`config.mk`:
```
export PLATFORM = sky130hd
export DESIGN_NAME = circle_octant_rasterizer
export DESIGN_NICKNAME = d
export VERILOG_FILES = /design/src/hdl/cor_pkg.sv /design/src/hdl/circle_octant_rasterizer.sv /design/src/hdl/cor_decide.sv
export SDC_FILE = /design/constraint.sdc
export NUM_CORES = 1
export LEC_CHECK = 0
export BUFFER_PORTS_ARGS = -buffer_cell sky130_fd_sc_hd__buf_2
export CAP_MARGIN = 20
export CELL_PAD_IN_SITES_DETAIL_PLACEMENT = 0
export CELL_PAD_IN_SITES_GLOBAL_PLACEMENT = 1
export CORE_ASPECT_RATIO = 0.7
export CORE_UTILIZATION = 50
export DETAILED_ROUTE_END_ITERATION = 12
export PLACE_DENSITY = 0.93
export SLEW_MARGIN = 10
export SYNTH_ARGS = -nofsm -noshare
export SYNTH_HDL_FRONTEND = slang
export SYNTH_SLANG_ARGS = --single-unit
```
`constraint.sdc`:
```
create_clock -name clk -period 8 [get_ports clk]
set_clock_uncertainty 0.1 [all_clocks]
set_input_delay 0.4 -clock clk [delete_from_list [all_inputs] [get_ports clk]]
set_output_delay 0.4 -clock clk [all_outputs]
set_load 0.02 [all_outputs]
```
`src/hdl/cor_pkg.sv`:
```
// ---------------------------------------------------------------------------
// cor_pkg
// shared types and constants for the circle octant rasterizer
// ---------------------------------------------------------------------------
package cor_pkg;

    // field widths of the command and pixel items
    localparam int CENTER_W = 10;
    localparam int RADIUS_W = 9;
    localparam int PIX_BITS = 12;

    // defaults for the top level parameters
    localparam int COORD_BITS_DEF  = 10;
    localparam int RADIUS_BITS_DEF = 9;

    typedef enum logic {
        OP_START = 1'b0,
        OP_STEP  = 1'b1
    } opcode_t;

    typedef struct packed {
        opcode_t             opcode;
        logic [CENTER_W-1:0] center_x;
        logic [CENTER_W-1:0] center_y;
        logic [RADIUS_W-1:0] radius;
    } cmd_item_t;

    typedef struct packed {
        logic signed [PIX_BITS-1:0] pixel_x;
        logic signed [PIX_BITS-1:0] pixel_y;
        logic                       pixel_valid;
        logic                       last_pixel;
    } pix_item_t;

endpackage

```
`src/hdl/circle_octant_rasterizer.sv`:
```
// ---------------------------------------------------------------------------
// circle_octant_rasterizer
// midpoint circle walk over one octant, mirrored into eight pixels per point
// ---------------------------------------------------------------------------
// a step item that is accepted shows its pixel item in the cycle after
// throughput: one item per cycle; stall on the pixel side holds the output
//   register and stalls the command side only while that register is full
// the midpoint decision lags the octant point by the squares and keep_y registers
//   of cor_decide, and is always ready since a point is held for eight steps
// reset: asynchronous, active low; clears walk state and the output valid
module circle_octant_rasterizer #(
    parameter int COORD_BITS  = cor_pkg::COORD_BITS_DEF,
    parameter int RADIUS_BITS = cor_pkg::RADIUS_BITS_DEF
) (
    input  logic              clk,
    input  logic              rst_n,
    input  logic              cmd_valid,
    output logic              cmd_stall,
    input  cor_pkg::cmd_item_t cmd,
    output logic              pix_valid,
    input  logic              pix_stall,
    output cor_pkg::pix_item_t pix
);

    // width for modular pixel arithmetic; low PIX_BITS bits are kept
    localparam int MAX_CR = (COORD_BITS > RADIUS_BITS) ? COORD_BITS : RADIUS_BITS;
    localparam int SUM_W  = (MAX_CR > cor_pkg::PIX_BITS) ? MAX_CR : cor_pkg::PIX_BITS;
    localparam int NXT_W  = RADIUS_BITS + 2;

    // walk state
    logic [RADIUS_BITS-1:0] oct_x_reg,  oct_x_next;
    logic [RADIUS_BITS-1:0] oct_y_reg,  oct_y_next;
    logic [2:0]             mirror_reg, mirror_next;
    logic [COORD_BITS-1:0]  cx_reg,     cx_next;
    logic [COORD_BITS-1:0]  cy_reg,     cy_next;
    logic [RADIUS_BITS-1:0] rad_reg,    rad_next;
    logic                   busy_reg,   busy_next;

    // output register
    cor_pkg::pix_item_t     pix_reg,       pix_next;
    logic                   pix_valid_reg, pix_valid_next;

    logic                   accept;
    logic                   keep_y;
    logic                   swap;
    logic                   neg_x;
    logic                   neg_y;
    logic [RADIUS_BITS-1:0] mag_x;
    logic [RADIUS_BITS-1:0] mag_y;
    logic [SUM_W-1:0]       sum_x;
    logic [SUM_W-1:0]       sum_y;
    logic signed [NXT_W-1:0] nx;
    logic signed [NXT_W-1:0] ny;
    logic                   walk_done;

    // the command side stalls only when a pixel is waiting and not taken
    assign cmd_stall = pix_valid_reg & pix_stall;
    assign accept    = cmd_valid & ~cmd_stall;

    // decision for the point held in oct_x_reg / oct_y_reg
    cor_decide #(
        .RADIUS_BITS (RADIUS_BITS)
    ) u_decide (
        .clk    (clk),
        .rst_n  (rst_n),
        .oct_x  (oct_x_reg),
        .oct_y  (oct_y_reg),
        .radius (rad_reg),
        .keep_y (keep_y)
    );

    // mirror select: bit 2 swaps x and y, bit 0 negates x, bit 1 negates y
    assign swap  = mirror_reg[2];
    assign neg_x = mirror_reg[0];
    assign neg_y = mirror_reg[1];
    assign mag_x = swap ? oct_y_reg : oct_x_reg;
    assign mag_y = swap ? oct_x_reg : oct_y_reg;

    assign sum_x = neg_x ? SUM_W'(cx_reg) - SUM_W'(mag_x) : SUM_W'(cx_reg) + SUM_W'(mag_x);
    assign sum_y = neg_y ? SUM_W'(cy_reg) - SUM_W'(mag_y) : SUM_W'(cy_reg) + SUM_W'(mag_y);

    // next octant point and end of walk
    assign nx = $signed(NXT_W'(oct_x_reg)) + NXT_W'(1);
    assign ny = keep_y ? $signed(NXT_W'(oct_y_reg))
                       : $signed(NXT_W'(oct_y_reg)) - NXT_W'(1);
    assign walk_done = (nx > ny);

    always_comb
    begin
        oct_x_next     = oct_x_reg;
        oct_y_next     = oct_y_reg;
        mirror_next    = mirror_reg;
        cx_next        = cx_reg;
        cy_next        = cy_reg;
        rad_next       = rad_reg;
        busy_next      = busy_reg;
        pix_next       = pix_reg;
        pix_valid_next = pix_valid_reg & pix_stall;

        if (accept)
        begin
            if (cmd.opcode == cor_pkg::OP_START)
            begin
                // start: latch centre and radius, arm at (0, r)
                cx_next     = COORD_BITS'(cmd.center_x);
                cy_next     = COORD_BITS'(cmd.center_y);
                rad_next    = RADIUS_BITS'(cmd.radius);
                oct_x_next  = '0;
                oct_y_next  = RADIUS_BITS'(cmd.radius);
                mirror_next = '0;
                busy_next   = 1'b1;
            end
            else
            begin
                pix_valid_next = 1'b1;
                if (!busy_reg)
                begin
                    // step while idle gives an empty pixel
                    pix_next = '0;
                end
                else
                begin
                    pix_next.pixel_x     = $signed(sum_x[cor_pkg::PIX_BITS-1:0]);
                    pix_next.pixel_y     = $signed(sum_y[cor_pkg::PIX_BITS-1:0]);
                    pix_next.pixel_valid = 1'b1;
                    pix_next.last_pixel  = 1'b0;
                    if (mirror_reg == 3'd7)
                    begin
                        mirror_next = '0;
                        if (walk_done)
                        begin
                            pix_next.last_pixel = 1'b1;
                            busy_next           = 1'b0;
                        end
                        else
                        begin
                            oct_x_next = nx[RADIUS_BITS-1:0];
                            oct_y_next = ny[RADIUS_BITS-1:0];
                        end
                    end
                    else
                    begin
                        mirror_next = mirror_reg + 3'd1;
                    end
                end
            end
        end
    end

    always_ff @(posedge clk or negedge rst_n)
    begin
        if (!rst_n)
        begin
            oct_x_reg     <= '0;
            oct_y_reg     <= '0;
            mirror_reg    <= '0;
            cx_reg        <= '0;
            cy_reg        <= '0;
            rad_reg       <= '0;
            busy_reg      <= 1'b0;
            pix_valid_reg <= 1'b0;
        end
        else
        begin
            oct_x_reg     <= oct_x_next;
            oct_y_reg     <= oct_y_next;
            mirror_reg    <= mirror_next;
            cx_reg        <= cx_next;
            cy_reg        <= cy_next;
            rad_reg       <= rad_next;
            busy_reg      <= busy_next;
            pix_valid_reg <= pix_valid_next;
        end
    end

    // payload register, no reset needed
    always_ff @(posedge clk)
    begin
        pix_reg <= pix_next;
    end

    assign pix_valid = pix_valid_reg;
    assign pix       = pix_reg;

    // idle walk sits at the first mirror
    a_idle_mirror: assert property (@(posedge clk) disable iff (!rst_n)
        !busy_reg |-> (mirror_reg == 3'd0))
        else $error("mirror index not cleared while idle");

    // the walk never leaves the octant x <= y
    a_octant: assert property (@(posedge clk) disable iff (!rst_n)
        busy_reg |-> (oct_x_reg <= oct_y_reg))
        else $error("octant point outside x <= y");

    // a flagged last pixel is always a real pixel
    a_last_valid: assert property (@(posedge clk) disable iff (!rst_n)
        (pix_valid_reg && pix_reg.last_pixel) |-> pix_reg.pixel_valid)
        else $error("last pixel flagged on an empty item");

    // a start arms the walk at x zero, first mirror
    a_start_arms: assert property (@(posedge clk) disable iff (!rst_n)
        (accept && cmd.opcode == cor_pkg::OP_START)
        |=> (busy_reg && mirror_reg == 3'd0 && oct_x_reg == '0))
        else $error("start did not arm the walk");

    // the eighth mirror wraps the index
    a_mirror_wrap: assert property (@(posedge clk) disable iff (!rst_n)
        (accept && cmd.opcode == cor_pkg::OP_STEP && busy_reg && mirror_reg == 3'd7)
        |=> (mirror_reg == 3'd0))
        else $error("mirror index did not wrap after the eighth mirror");

endmodule

```
`src/hdl/cor_decide.sv`:
```
// ---------------------------------------------------------------------------
// cor_decide
// midpoint decision for the current octant point, two register stages
// ---------------------------------------------------------------------------
module cor_decide #(
    parameter int RADIUS_BITS = cor_pkg::RADIUS_BITS_DEF
) (
    input  logic                   clk,
    input  logic                   rst_n,
    input  logic [RADIUS_BITS-1:0] oct_x,
    input  logic [RADIUS_BITS-1:0] oct_y,
    input  logic [RADIUS_BITS-1:0] radius,
    output logic                   keep_y
);

    localparam int SQX_W = 2 * RADIUS_BITS + 2;
    localparam int SQ_W  = 2 * RADIUS_BITS;
    localparam int ERR_W = 2 * RADIUS_BITS + 5;

    logic [RADIUS_BITS:0]   xp1;
    logic [RADIUS_BITS-1:0] ym1;
    logic [SQX_W-1:0]       sq_xp1_reg;
    logic [SQ_W-1:0]        sq_y_reg;
    logic [SQ_W-1:0]        sq_ym1_reg;
    logic [SQ_W-1:0]        sq_r_reg;
    logic signed [ERR_W-1:0] err;
    logic                   keep_y_reg;
    logic                   keep_y_next;

    // |y-1|, which is 1 when y is zero
    assign xp1 = {1'b0, oct_x} + (RADIUS_BITS+1)'(1);
    assign ym1 = (oct_y == '0) ? RADIUS_BITS'(1) : oct_y - RADIUS_BITS'(1);

    // stage 1: squares
    always_ff @(posedge clk)
    begin
        sq_xp1_reg <= SQX_W'(xp1) * SQX_W'(xp1);
        sq_y_reg   <= SQ_W'(oct_y) * SQ_W'(oct_y);
        sq_ym1_reg <= SQ_W'(ym1) * SQ_W'(ym1);
        sq_r_reg   <= SQ_W'(radius) * SQ_W'(radius);
    end

    // stage 2: summed squared error against r squared
    assign err = $signed(ERR_W'({sq_xp1_reg, 1'b0}))
               + $signed(ERR_W'(sq_y_reg))
               + $signed(ERR_W'(sq_ym1_reg))
               - $signed(ERR_W'({sq_r_reg, 1'b0}));
    assign keep_y_next = (err <= 0);

    always_ff @(posedge clk or negedge rst_n)
    begin
        if (!rst_n)
        begin
            keep_y_reg <= 1'b0;
        end
        else
        begin
            keep_y_reg <= keep_y_next;
        end
    end

    assign keep_y = keep_y_reg;

endmodule

```
# Word level (Yosys, flattened, before mapping)
# Index checks and enable logic that the tools add are counted.
# W data, S select, Z words.
# classes
reduce_logical	6
eq_ne	4
bitwise_logic	4
n_mul	4
mux	26
n_addsub	12
n_lt_le_gt_ge	2
# op_table
operator	n
$mux W9	11
$mul A9 B9 Y18	3
$mux W12	2
$add A23 B19 Y23	1
$le A23 B1 Y1 const B	1
$sub A23 B20 Y23	1
$add A10 B9 Y11	2
$add A21 B18 Y22	1
$sub A10 B9 Y11	2
$add A9 B1 Y10 const B	2
$mul A10 B10 Y20	1
$gt A11 B11 Y1	1
$mux W11	1
$sub A9 B1 Y10 const B	1
$logic_not A9 Y1	1
$mux W3	3
$sub A9 B1 Y9 const B	1
$mux W1	8
$reduce_and A2 Y1	4
$ne A2 B1 Y1 const B	2
$reduce_and A4 Y1	1
$add A3 B1 Y3 const B	1
$eq A3 B3 Y1 const B	1
$and A1 B1 Y1	2
other kinds (3)	4
# totals
inputBits	34
wordCells	75
output_inout_bits	28
ff_bits	153

# Longest topological paths before layout
# Gate-level depths: netlist of the first run.
# logic_depth
depth_word	7
ltp_mapped	28

# Modules after synthesis
# From an unflattened synthesis of the first run, not the netlist that was laid out.
# unflattened
cells_unflattened	2053
hier_area_um2	18009.8
# by_module_without_submodules
module	cells_each	area_each_um2	instances	seq_area_each_um2
cor_decide	1387	12241.7	1	1426.4
circle_octant_rasterizer	666	5768.0	1	2082.0

# Worst setup path after synthesis of the first run
# No wires, ideal clock.
# synth_path
path_kind	flip-flop to flip-flop
start	register oct_y_reg[1]
end	register u_decide.sq_ym1_reg[16]
required_time_ns	7.828
path_stages_with_launch	27
path_buffers	2
slack_ns	1.579
synth_period_minus_slack_ns	6.421
setup_ns	0.072
arrival_ns	6.248
cell_sequence	dfrtp_1 buf_6 inv_1 ha_1 nand2_1 or3_1 or3_1 nor2_1 or2_2 clkbuf_1 inv_1 nand2_1 fa_1 fa_1 inv_1 fa_1 inv_1 fa_1 inv_1 ha_1 a21boi_0 o21ai_0 nand2b_1 a21o_1 a41o_1 o41ai_1 xnor2_1
# synth_between
elab_chain_len	3
elab_cells_between_ends	4
classes_between	add/sub: 1; mul: 1; mux: 1; reduce/logical: 1
# synth_lines
item	line	rtl
from (decl)	circle_octant_rasterizer.sv:32	logic [RADIUS_BITS-1:0] oct_y_reg, oct_y_next;
from (signal assigned)	circle_octant_rasterizer.sv:166	oct_y_reg <= oct_y_next;
$sub A9 B1 Y9 or $logic_not A9 Y1 (tied branches)	cor_decide.sv:32	assign ym1 = (oct_y == '0) ? RADIUS_BITS'(1) : oct_y - RADIUS_BITS'(1);
$mux W9 (*)	cor_decide.sv:32	
$mul A9 B9 Y18 (*)	cor_decide.sv:39	sq_ym1_reg <= SQ_W'(ym1) * SQ_W'(ym1);
to (signal assigned)	cor_decide.sv:39	
to (decl)	cor_decide.sv:24	logic [SQ_W-1:0] sq_ym1_reg;
# Every way passes the cells marked *; elsewhere a longest branch is shown, timed or not.
# A chain may end at the register's enable or synchronous reset.

# Worst setup path after layout of the first run
# layout_path
start	register oct_y_reg[0]
end	register u_decide.sq_ym1_reg[16]
# layout_between
elab_chain_len	3
elab_cells_between_ends	4
classes_between	add/sub: 1; mul: 1; mux: 1; reduce/logical: 1
# layout_lines
item	line	rtl
$sub A9 B1 Y9 or $logic_not A9 Y1 (tied branches)	cor_decide.sv:32	
$mux W9 (*)	cor_decide.sv:32	
named net u_decide.ym1[0]	cor_decide.sv:21	logic [RADIUS_BITS-1:0] ym1;
$mul A9 B9 Y18 (*)	cor_decide.sv:39	
# Mark *: on every way through the listed nets, which the timed path passes. The rest lies on a longest branch.

==> results of run 1 <==
layout by cell type, fill, tap and decap left out, types with 7 or more instances in the layout:
cell type,instances
conb_1,7
nand2_1,126
xor2_1,44
a21o_1,23
or3_1,7
nand4_1,9
and2_1,74
mux2_2,27
buf_4,8
clkbuf_16,18
ha_1,240
fa_1,166
inv_1,357
a2111oi_0,9
o21ai_0,76
dfrtp_1,53
buf_2,61
a31oi_1,15
and3_1,21
o21a_1,10
nor2b_1,29
mux2i_1,24
xnor2_1,83
dfxtp_1,70
or2_2,13
edfxtp_1,26
a21oi_1,85
o21bai_1,15
nor3_1,32
nand2b_1,16
nand3_1,25
nor2_1,128
a211oi_1,9
area by class of cell:
class | count | area (um^2)
multi-input combinational | 1401 | 12500
inverter | 360 | 1350
timing repair buffer | 70 | 380
clock inverter | 11 | 114
clock buffer | 21 | 462
sequential | 149 | 3510
fill | 3080 | 15100
tap | 464 | 581
critical path, delay by kind of cell (launching register included):
family | cells | cell delay [ns]
flip-flops | 1 | 0.53
buffers and inverters | 5 | 0.59
AND/OR/NAND/NOR | 7 | 1.68
XOR/XNOR | 1 | 0.17
AO/OA/AOI/OAI | 6 | 1.21
adder cells (fa/ha/maj) | 6 | 2.67
kinds of logic (layout without fill, tap and decap cells):
group                    count (synthesis)  count (layout)  synth area share, %
AND/OR/NAND/NOR                        499             499                 14.1
buffers and inverters                  411             462                 8.87
adder cells (fa/ha/maj)                406             406                 36.1
AO/OA/AOI/OAI                          311             311                 11.5
flip-flops                             149             149                 20.0
XOR/XNOR                               127             127                 6.34
multiplexers                            51              51                 3.10
other                                    2               7               0.0428
path summary, 6_finish.rpt:
path,from,endpoint
setup / recovery,oct_y_reg[0]$_DFFE_PN0P_,u_decide.sq_ym1_reg[16]$_DFF_P_
hold / removal,rst_n,cy_reg[9]$_DFFE_PN0P_
setup reg to reg,oct_y_reg[0]$_DFFE_PN0P_,u_decide.sq_ym1_reg[16]$_DFF_P_
hold reg to reg,cy_reg[4]$_DFFE_PN0P_,cy_reg[4]$_DFFE_PN0P_
max in group asynchronous,rst_n,oct_x_reg[4]$_DFFE_PN0P_
min in group clk,cmd[20],cx_reg[1]$_DFFE_PN0P_
metal layers:
metal / share of wire, % / up-vias / wire (um) / GRT usage (%)
met5: 0.031 / - / 13 / 0
met4: 1.0 / 2 / 429 / 5.26
met3: 8.2 / 37 / 3510 / 5.29
met2: 41 / 403 / 17400 / 35.5
met1: 50 / 6456 / 21200 / 37.9
li1: - / 6468 / - / -
per-stage QoR:
| step | instance area (um^2) | util [%] |
|---|---|---|
| after detailed placement | 18300 | 53.9 |
| final | 18900 | 55.6 |
| after global placement | 18300 | 53.9 |
| after floorplan | 17600 | - |
| after CTS | 18900 | 55.6 |
| after global routing | 18900 | 55.6 |
==> out/metrics.cfg, run 1 <==
[run_status]
status = finished with violations
violations = hold timing

[sta]
whs_ns = -0.00660
period_needed_ns = 7.03
fin_ws_ns = 0.973
drv_slew = 0
timing.fmax_mhz = 142
max_slew_margin_pct = 34.7
hold_violations = 4
finalSetupTns_ns = 0
tightest_slew_ns = 0.979
rsz0062_at_grt = false
finalCritPeriodShare_pct = 87.8
setup_viol = 0

[global_route]
grt_pass1_vias = 13400
grt_pass1_wl_um = 69800
grt_remaining_overflow = 0
grt_start_max_net_pins = 54
antenna_found_initial = 2
grt_usage_pct = 24.8

[floorplan]
die_width_um = 226
die_h_um = 159
pin_count = 62
num_rows = 56
core-area_um2 = 34000
die_area_um2 = 35800
initial_utilization_pct = 51.6

[finish]
layout.cells.non_filler = 2476
largest_reg_flops = 26
n_antenna_cell = 0
drive_gt1_share_pct = 7.70
final_nets = 2439
synthToLayoutAreaGrowth_pct = 7.72

[clock_tree]
ctsHoldBuffers = 0
cts_buffers = 17
postCtsSetupBuffers = 0
clockBufferDepth = 2
numClockSinks = 149
cts_tree = built
clk_pin_slew_ns = 0.07
clock_latency_ns = 0.45
post_cts_resized = 0
htreeDepth = 4
root_buffer = clkbuf_16

[synth]
synth_ff_type = dfxtp_1
synth_top_area_share_pct = 18.9
syn_avg_cell_area_um2 = 8.97
synth_warnings = 0
syn_inst = 1956
synth_edf_count = 26
ys_seq_area_share_pct = 20.0
ys_types = 74
ys_ff_latch = 149
ys_async_sr_fraction_pct = 35.6
synth_area_leaders = fa_1 (19%), ha_1 (17%), dfxtp_1 (8.0%), inv_1 (7.6%), dfrtp_1 (7.6%)
synthTopCellsByCount = inv_1 (357), ha_1 (240), fa_1 (166)
synth_most_common_cell = inv_1
yosys.area.top_type = fa_1
syn_area_um2 = 17500

[setup_path]
rrSetupSlack_ns = 0.97
startpoint_type = flop
cp.required_ns = 8.27
endpoint_kind = flop
reg2regPathDepth = 25
cpPeakStageDelay_ns = 0.60
cp_max_fo = 14
path_class = reg2reg
crit_top_cell = inv_1
slowest_stage = fa_1
arrival_ns = 7.29

[route]
vias = 13400
drtIter0Drc = 992
wire_per_inst_um = 17.2
routed_wl_um = 42600
via_per_inst = 5.40
firstDrtPassIters = 6
drc_errors = 0
ant_nets = 0

[hold_path]
hold_path.class = in2async

[place]
dp_slack_ns = 1.03
hpwl_um = 35300
portBuffers = 61
dpl.cell_count = 2444
gp_congestion = 0.902

[flow_run]
maxCapViolCount = 0

Power of run 1 is left out: the tool's default activity adds up to more than one toggle a clock period on the data nets, which glitch-free logic cannot reach.
==> run 2, diff against run 1 <==
--- a/config.mk
+++ b/config.mk
@@ -10,10 +10,10 @@
 export CELL_PAD_IN_SITES_DETAIL_PLACEMENT = 0
 export CELL_PAD_IN_SITES_GLOBAL_PLACEMENT = 1
 export CORE_ASPECT_RATIO = 0.7
-export CORE_UTILIZATION = 50
+export CORE_MARGIN = 2
+export CORE_UTILIZATION = 54
 export DETAILED_ROUTE_END_ITERATION = 12
-export PLACE_DENSITY = 0.93
-export SLEW_MARGIN = 10
+export PLACE_DENSITY = 0.95
 export SYNTH_ARGS = -nofsm -noshare
 export SYNTH_HDL_FRONTEND = slang
 export SYNTH_SLANG_ARGS = --single-unit
==> constraint.sdc (replaced) <==
create_clock -name clk -period 8.22 [get_ports clk]
set_clock_uncertainty 0.1 [all_clocks]
set_input_delay 0.411 -clock clk [delete_from_list [all_inputs] [get_ports clk]]
set_output_delay 0.411 -clock clk [all_outputs]
set_load 0.02 [all_outputs]
==> run 2 against run 1 <==
The flow now finishes without violations; worst hold slack better by 0.0097 ns; via count increased by 1.8%; die area decreased by 5.3%; sequential share of layout area grew 0.090 points; utilization rose by 2.9 points; critical path depth is the same; register-to-register slack improved by 0.23 ns; fmax rose by 0.13%.
==> out/metrics.cfg, run 2 (synthesized netlist as in run 1, its figures left out) <==
[run_status]
status = complete, no violations

[floorplan]
die_h_um = 155  ; -2.5%
num_rows = 55  ; -1.8%
core-area_um2 = 32100  ; -5.4%
die_area_um2 = 34000  ; -5.3%
pin_count = 62  ; unchanged
initial_utilization_pct = 54.6  ; +3.0 points
die_width_um = 219  ; -2.9%

[setup_path]
cpPeakStageDelay_ns = 0.59  ; about the same
slowest_stage = fa_1
regToRegStartpoint = oct_y_reg[0]$_DFFE_PN0P_
endpoint_kind = flop
path_class = reg2reg
r2r_end = u_decide.sq_ym1_reg[16]$_DFF_P_
cp.required_ns = 8.49  ; +0.22 ns
arrival_ns = 7.28  ; about the same
reg2regPathDepth = 25  ; unchanged
startpoint_type = flop
cp_max_fo = 14  ; unchanged
rrSetupSlack_ns = 1.20  ; +0.23 ns
crit_top_cell = inv_1

[clock_tree]
cts_buffers = 17  ; unchanged
clockBufferDepth = 2  ; unchanged
cts_tree = built
postCtsSetupBuffers = 0  ; unchanged
numClockSinks = 149  ; unchanged
post_cts_resized = 0  ; unchanged
root_buffer = clkbuf_16
clk_pin_slew_ns = 0.06  ; about the same
htreeDepth = 4  ; unchanged
clock_latency_ns = 0.44  ; about the same
ctsHoldBuffers = 0  ; unchanged

[global_route]
antenna_found_initial = 0  ; -2
grt_start_max_net_pins = 54  ; unchanged
grt_usage_pct = 26.4  ; +1.6 points
grt_pass1_wl_um = 70000  ; +0.22%
grt_pass1_vias = 13700  ; +2.0%
grt_remaining_overflow = 0  ; unchanged

[sta]
setup_viol = 0  ; unchanged
tightest_slew_ns = 1.08  ; +0.0984 ns
period_needed_ns = 7.02  ; -0.00880 ns
fin_ws_ns = 1.20  ; +0.229 ns
finalCritPeriodShare_pct = 85.4  ; -2.5 points
hold_violations = 0  ; -4
rsz0062_at_grt = false
timing.fmax_mhz = 142  ; +0.13%
drv_slew = 0  ; unchanged
finalSetupTns_ns = 0  ; unchanged
max_slew_margin_pct = 28.2  ; -6.6 points

[finish]
n_antenna_cell = 0  ; unchanged
synthToLayoutAreaGrowth_pct = 7.20
final_nets = 2435  ; -0.16%
layout.cells.non_filler = 2435  ; -1.7%
final_common_cell = inv_1
drive_gt1_share_pct = 7.52  ; -0.18 points
register_area_um2 = 3510  ; unchanged
finalCoreUtilization_pct = 58.5  ; +2.9 points
largest_reg_flops = 26  ; unchanged
mostFrequentLayoutCells = inv_1 (357), ha_1 (240), fa_1 (166)
nFillCells = 2802  ; -9.0%
multi_input_area_um2 = 12500  ; about the same

[route]
via_per_inst = 5.59  ; +3.5%
wire_per_inst_um = 17.6  ; +2.3%
routed_wl_um = 42800  ; +0.65%
drtIter0Drc = 1152  ; +16%
drc_errors = 0  ; unchanged
ant_nets = 0  ; unchanged
firstDrtPassIters = 5  ; -1
vias = 13600  ; +1.8%

[place]
hpwl_um = 35500  ; +0.45%
gp_congestion = 0.910  ; +0.88%
portBuffers = 61  ; unchanged
dp_slack_ns = 1.29  ; +0.260 ns
dpl.cell_count = 2402  ; -1.7%

[flow_run]
maxCapViolCount = 0  ; unchanged

[hold_path]
hold_path.class = in2async

run 2: layout make-up:
type	instances	share of cell area, %
multi-input combinational	1401	66.5
sequential	149	18.7
inverter	360	7.19
tap	427	2.84
clock buffer	22	2.42
timing repair buffer	66	1.93
clock inverter	10	0.466
run 2: worst max-delay path: cells and delay by family (launching register included):
family                     cells  cell delay, ns
and+or+nand+nor                7            1.68
AOI/OAI and AO/OA              6            1.21
xor gates and xnor gates       1            0.16
DFF                            1            0.52
adders and majority gates      6            2.67
buffers and inverters          5            0.59
run 2: per-stage QoR:
step | hold WS, ns | area (um^2)
3_5_place_dp | 0.439 | 18200
3_3_place_gp | 0.435 | 18200
5_1_grt | 0.0764 | 18800
6_report | 0.00312 | 18800
2_1_floorplan | 0.0154 | 17600
4_1_cts | 0.0378 | 18800
run 2: worst max-delay path by stage:
stage | end | from | slack [ns]
2_1_floorplan | u_decide.sq_ym1_reg[16]$_DFF_P_ | oct_y_reg[1]$_DFFE_PN0P_ | 1.80
3_3_place_gp | u_decide.sq_ym1_reg[16]$_DFF_P_ | oct_y_reg[0]$_DFFE_PN0P_ | 1.47
3_5_place_dp | u_decide.sq_ym1_reg[16]$_DFF_P_ | oct_y_reg[0]$_DFFE_PN0P_ | 1.29
4_1_cts | u_decide.sq_ym1_reg[16]$_DFF_P_ | oct_y_reg[0]$_DFFE_PN0P_ | 1.25
5_1_grt | u_decide.sq_ym1_reg[16]$_DFF_P_ | oct_y_reg[0]$_DFFE_PN0P_ | 0.65
6_report | u_decide.sq_ym1_reg[16]$_DFF_P_ | oct_y_reg[0]$_DFFE_PN0P_ | 1.20
run 2: metal layers:
layer / vias to the layer above / global-route usage, % / part of all wire [%]
met5: - / 0 / 0
li1: 6462 / - / -
met1: 6667 / 38.6 / 48
met4: 0 / 6.27 / 1.6
met2: 426 / 38.1 / 41
met3: 46 / 7.87 / 9.0
Power of run 2 is left out for the same reason.
==> run 3, diff against run 2 <==
--- a/config.mk
+++ b/config.mk
@@ -11,9 +11,9 @@
 export CELL_PAD_IN_SITES_GLOBAL_PLACEMENT = 1
 export CORE_ASPECT_RATIO = 0.7
 export CORE_MARGIN = 2
-export CORE_UTILIZATION = 54
+export CORE_UTILIZATION = 45
 export DETAILED_ROUTE_END_ITERATION = 12
-export PLACE_DENSITY = 0.95
+export PLACE_DENSITY = 0.89
 export SYNTH_ARGS = -nofsm -noshare
 export SYNTH_HDL_FRONTEND = slang
 export SYNTH_SLANG_ARGS = --single-unit
==> constraint.sdc (replaced) <==
create_clock -name clk -period 5.9 [get_ports clk]
set_clock_uncertainty 0.1 [all_clocks]
set_input_delay 0.295 -clock clk [delete_from_list [all_inputs] [get_ports clk]]
set_output_delay 0.295 -clock clk [all_outputs]
set_load 0.02 [all_outputs]
==> run 3 against run 2 <==
Cell count is 8.6% higher; critical path depth stayed put; worst hold slack better by 0.023 ns; global-route usage is 3.0 points lower; critical path type unchanged; highest routed layer unchanged.
==> out/metrics.cfg, run 3 (synthesized netlist as in run 1, its figures left out) <==
[place]
gp_congestion = 0.902  ; -0.88%
portBuffers = 61  ; unchanged
dpl.cell_count = 2571  ; +7.0%
post_dp_cell_area_um2 = 19000  ; +4.0%
hpwl_um = 36700  ; +3.4%

[route]
firstDrtPassIters = 5  ; unchanged
ant_nets = 0  ; unchanged
drtIter0Drc = 1001  ; -13%
via_per_inst = 5.28  ; -5.5%
routed_wl_um = 45400  ; +6.0%
drc_errors = 0  ; unchanged
wire_per_inst_um = 17.2  ; -2.4%
vias = 14000  ; +2.7%

[setup_path]
path_class = reg2reg
r2r_end = u_decide.sq_ym1_reg[17]$_DFF_P_
reg2regPathDepth = 25  ; unchanged
cp_max_fo = 5  ; -9
cpPeakStageDelay_ns = 0.59  ; about the same
arrival_ns = 6.02  ; -1.26 ns
startpoint_type = flop
cp.required_ns = 6.18  ; -2.31 ns
regToRegStartpoint = oct_y_reg[1]$_DFFE_PN0P_
crit_top_cell = fa_1
endpoint_kind = flop
rrSetupSlack_ns = 0.17  ; -1.03 ns
slowest_stage = fa_1
path_buf_inv = 4  ; -1
critPathTopFamily = adder cells

[clock_tree]
clk_pin_slew_ns = 0.06  ; about the same
cts_tree = built
numClockSinks = 149  ; unchanged
clock_latency_ns = 0.45  ; about the same
cts_buffers = 17  ; unchanged
root_buffer = clkbuf_16
htreeDepth = 4  ; unchanged
clockBufferDepth = 2  ; unchanged

[floorplan]
die_h_um = 169  ; +9.3%
pin_count = 62  ; unchanged
num_rows = 60  ; +9.1%
core-area_um2 = 38400  ; +20%
die_area_um2 = 40600  ; +20%
initial_utilization_pct = 45.6  ; -8.9 points
die_width_um = 240  ; +9.4%

[finish]
final_nets = 2546  ; +4.6%
final_area_um2 = 20300  ; +8.1%
register_area_um2 = 3510  ; about the same
layout.cells.non_filler = 2645  ; +8.6%
final_common_cell = inv_1
largest_reg_flops = 26  ; unchanged
n_antenna_cell = 0  ; unchanged
multi_input_area_um2 = 12900  ; +3.1%
synthToLayoutAreaGrowth_pct = 15.9
mostFrequentLayoutCells = inv_1 (341), ha_1 (228), fa_1 (165)
drive_gt1_share_pct = 15.0  ; +7.5 points
finalCoreUtilization_pct = 52.9  ; -5.6 points
nFillCells = 3485  ; +24%

[sta]
whs_ns = 0.0261  ; +0.0230 ns
finalCritPeriodShare_pct = 97.1  ; +12 points
rsz0062_at_grt = true
hold_violations = 0  ; unchanged
tightest_slew_ns = 0.935  ; -0.142 ns
drv_slew = 0  ; unchanged
timing.fmax_mhz = 174  ; +22%
setup_viol = 0  ; unchanged
period_needed_ns = 5.73  ; -1.29 ns
max_slew_margin_pct = 37.6  ; +9.5 points

[hold_path]
whs_path_depth = 2
min_delay_worst_endpoint = rad_reg[7]$_DFFE_PN0P_
min-delay-start = cmd[7]
hold_path.class = in2reg

[global_route]
grt_start_max_net_pins = 54  ; unchanged
grt_remaining_overflow = 0  ; unchanged
antenna_found_initial = 0  ; unchanged
grt_pass1_vias = 14200  ; +3.6%
grt_usage_pct = 23.4  ; -3.0 points
grt_pass1_wl_um = 74600  ; +6.6%

[flow_run]
maxCapViolCount = 0  ; unchanged

[run_status]
status = complete, no violations

[run 3: worst max path at each step]
stage	start	endpoint	slack [ns]	cells past startpoint
final	oct_y_reg[1]$_DFFE_PN0P_	u_decide.sq_ym1_reg[17]$_DFF_P_	0.17	25
after global placement	oct_y_reg[1]$_DFFE_PN0P_	u_decide.sq_ym1_reg[16]$_DFF_P_	0.05	25
after global routing	oct_y_reg[1]$_DFFE_PN0P_	u_decide.sq_ym1_reg[17]$_DFF_P_	-0.04	25
after detailed placement	oct_y_reg[1]$_DFFE_PN0P_	u_decide.sq_ym1_reg[16]$_DFF_P_	-0.11	25
after CTS	oct_x_reg[1]$_DFFE_PN0P_	u_decide.sq_xp1_reg[19]$_DFF_P_	0.006	21
after floorplan	oct_x_reg[3]$_DFFE_PN0P_	u_decide.sq_xp1_reg[19]$_DFF_P_	0.009	23
[run 3: final cells by class]
cell class                      count  share of cell area [%]
Timing Repair Buffer              177                    6.19
Tap cell                          527                    3.24
Clock buffer                       23                    2.62
Multi-Input combinational cell   1401                    63.4
Clock inverter                      8                   0.646
Sequential cell                   149                    17.3
Inverter                          360                    6.66
[run 3: what timing repair did]
action                                  in CTS  in global routing
gates resized for setup                      4                 79
buffers inserted                             3                 19
endpoints found under the setup margin       4                 12
endpoints found under the hold margin       73                  0
hold buffers                                21                  0
pin swaps                                    1                 46
[run 3: through the flow]
stage,worst slack [ns],setup TNS (ns)
after global routing,-0.0385,-0.102
after CTS,0.00578,0
final,0.169,0
after detailed placement,-0.108,-0.133
after floorplan,0.00885,0
after global placement,0.0542,0
[run 3: per-layer routing]
metal  track usage (%)  wire, um
met1              35.4     22600
met2              34.0     18700
met3              4.90      3430
met4              5.64       684
met5                 0         0
Power of run 3 is left out for the same reason.
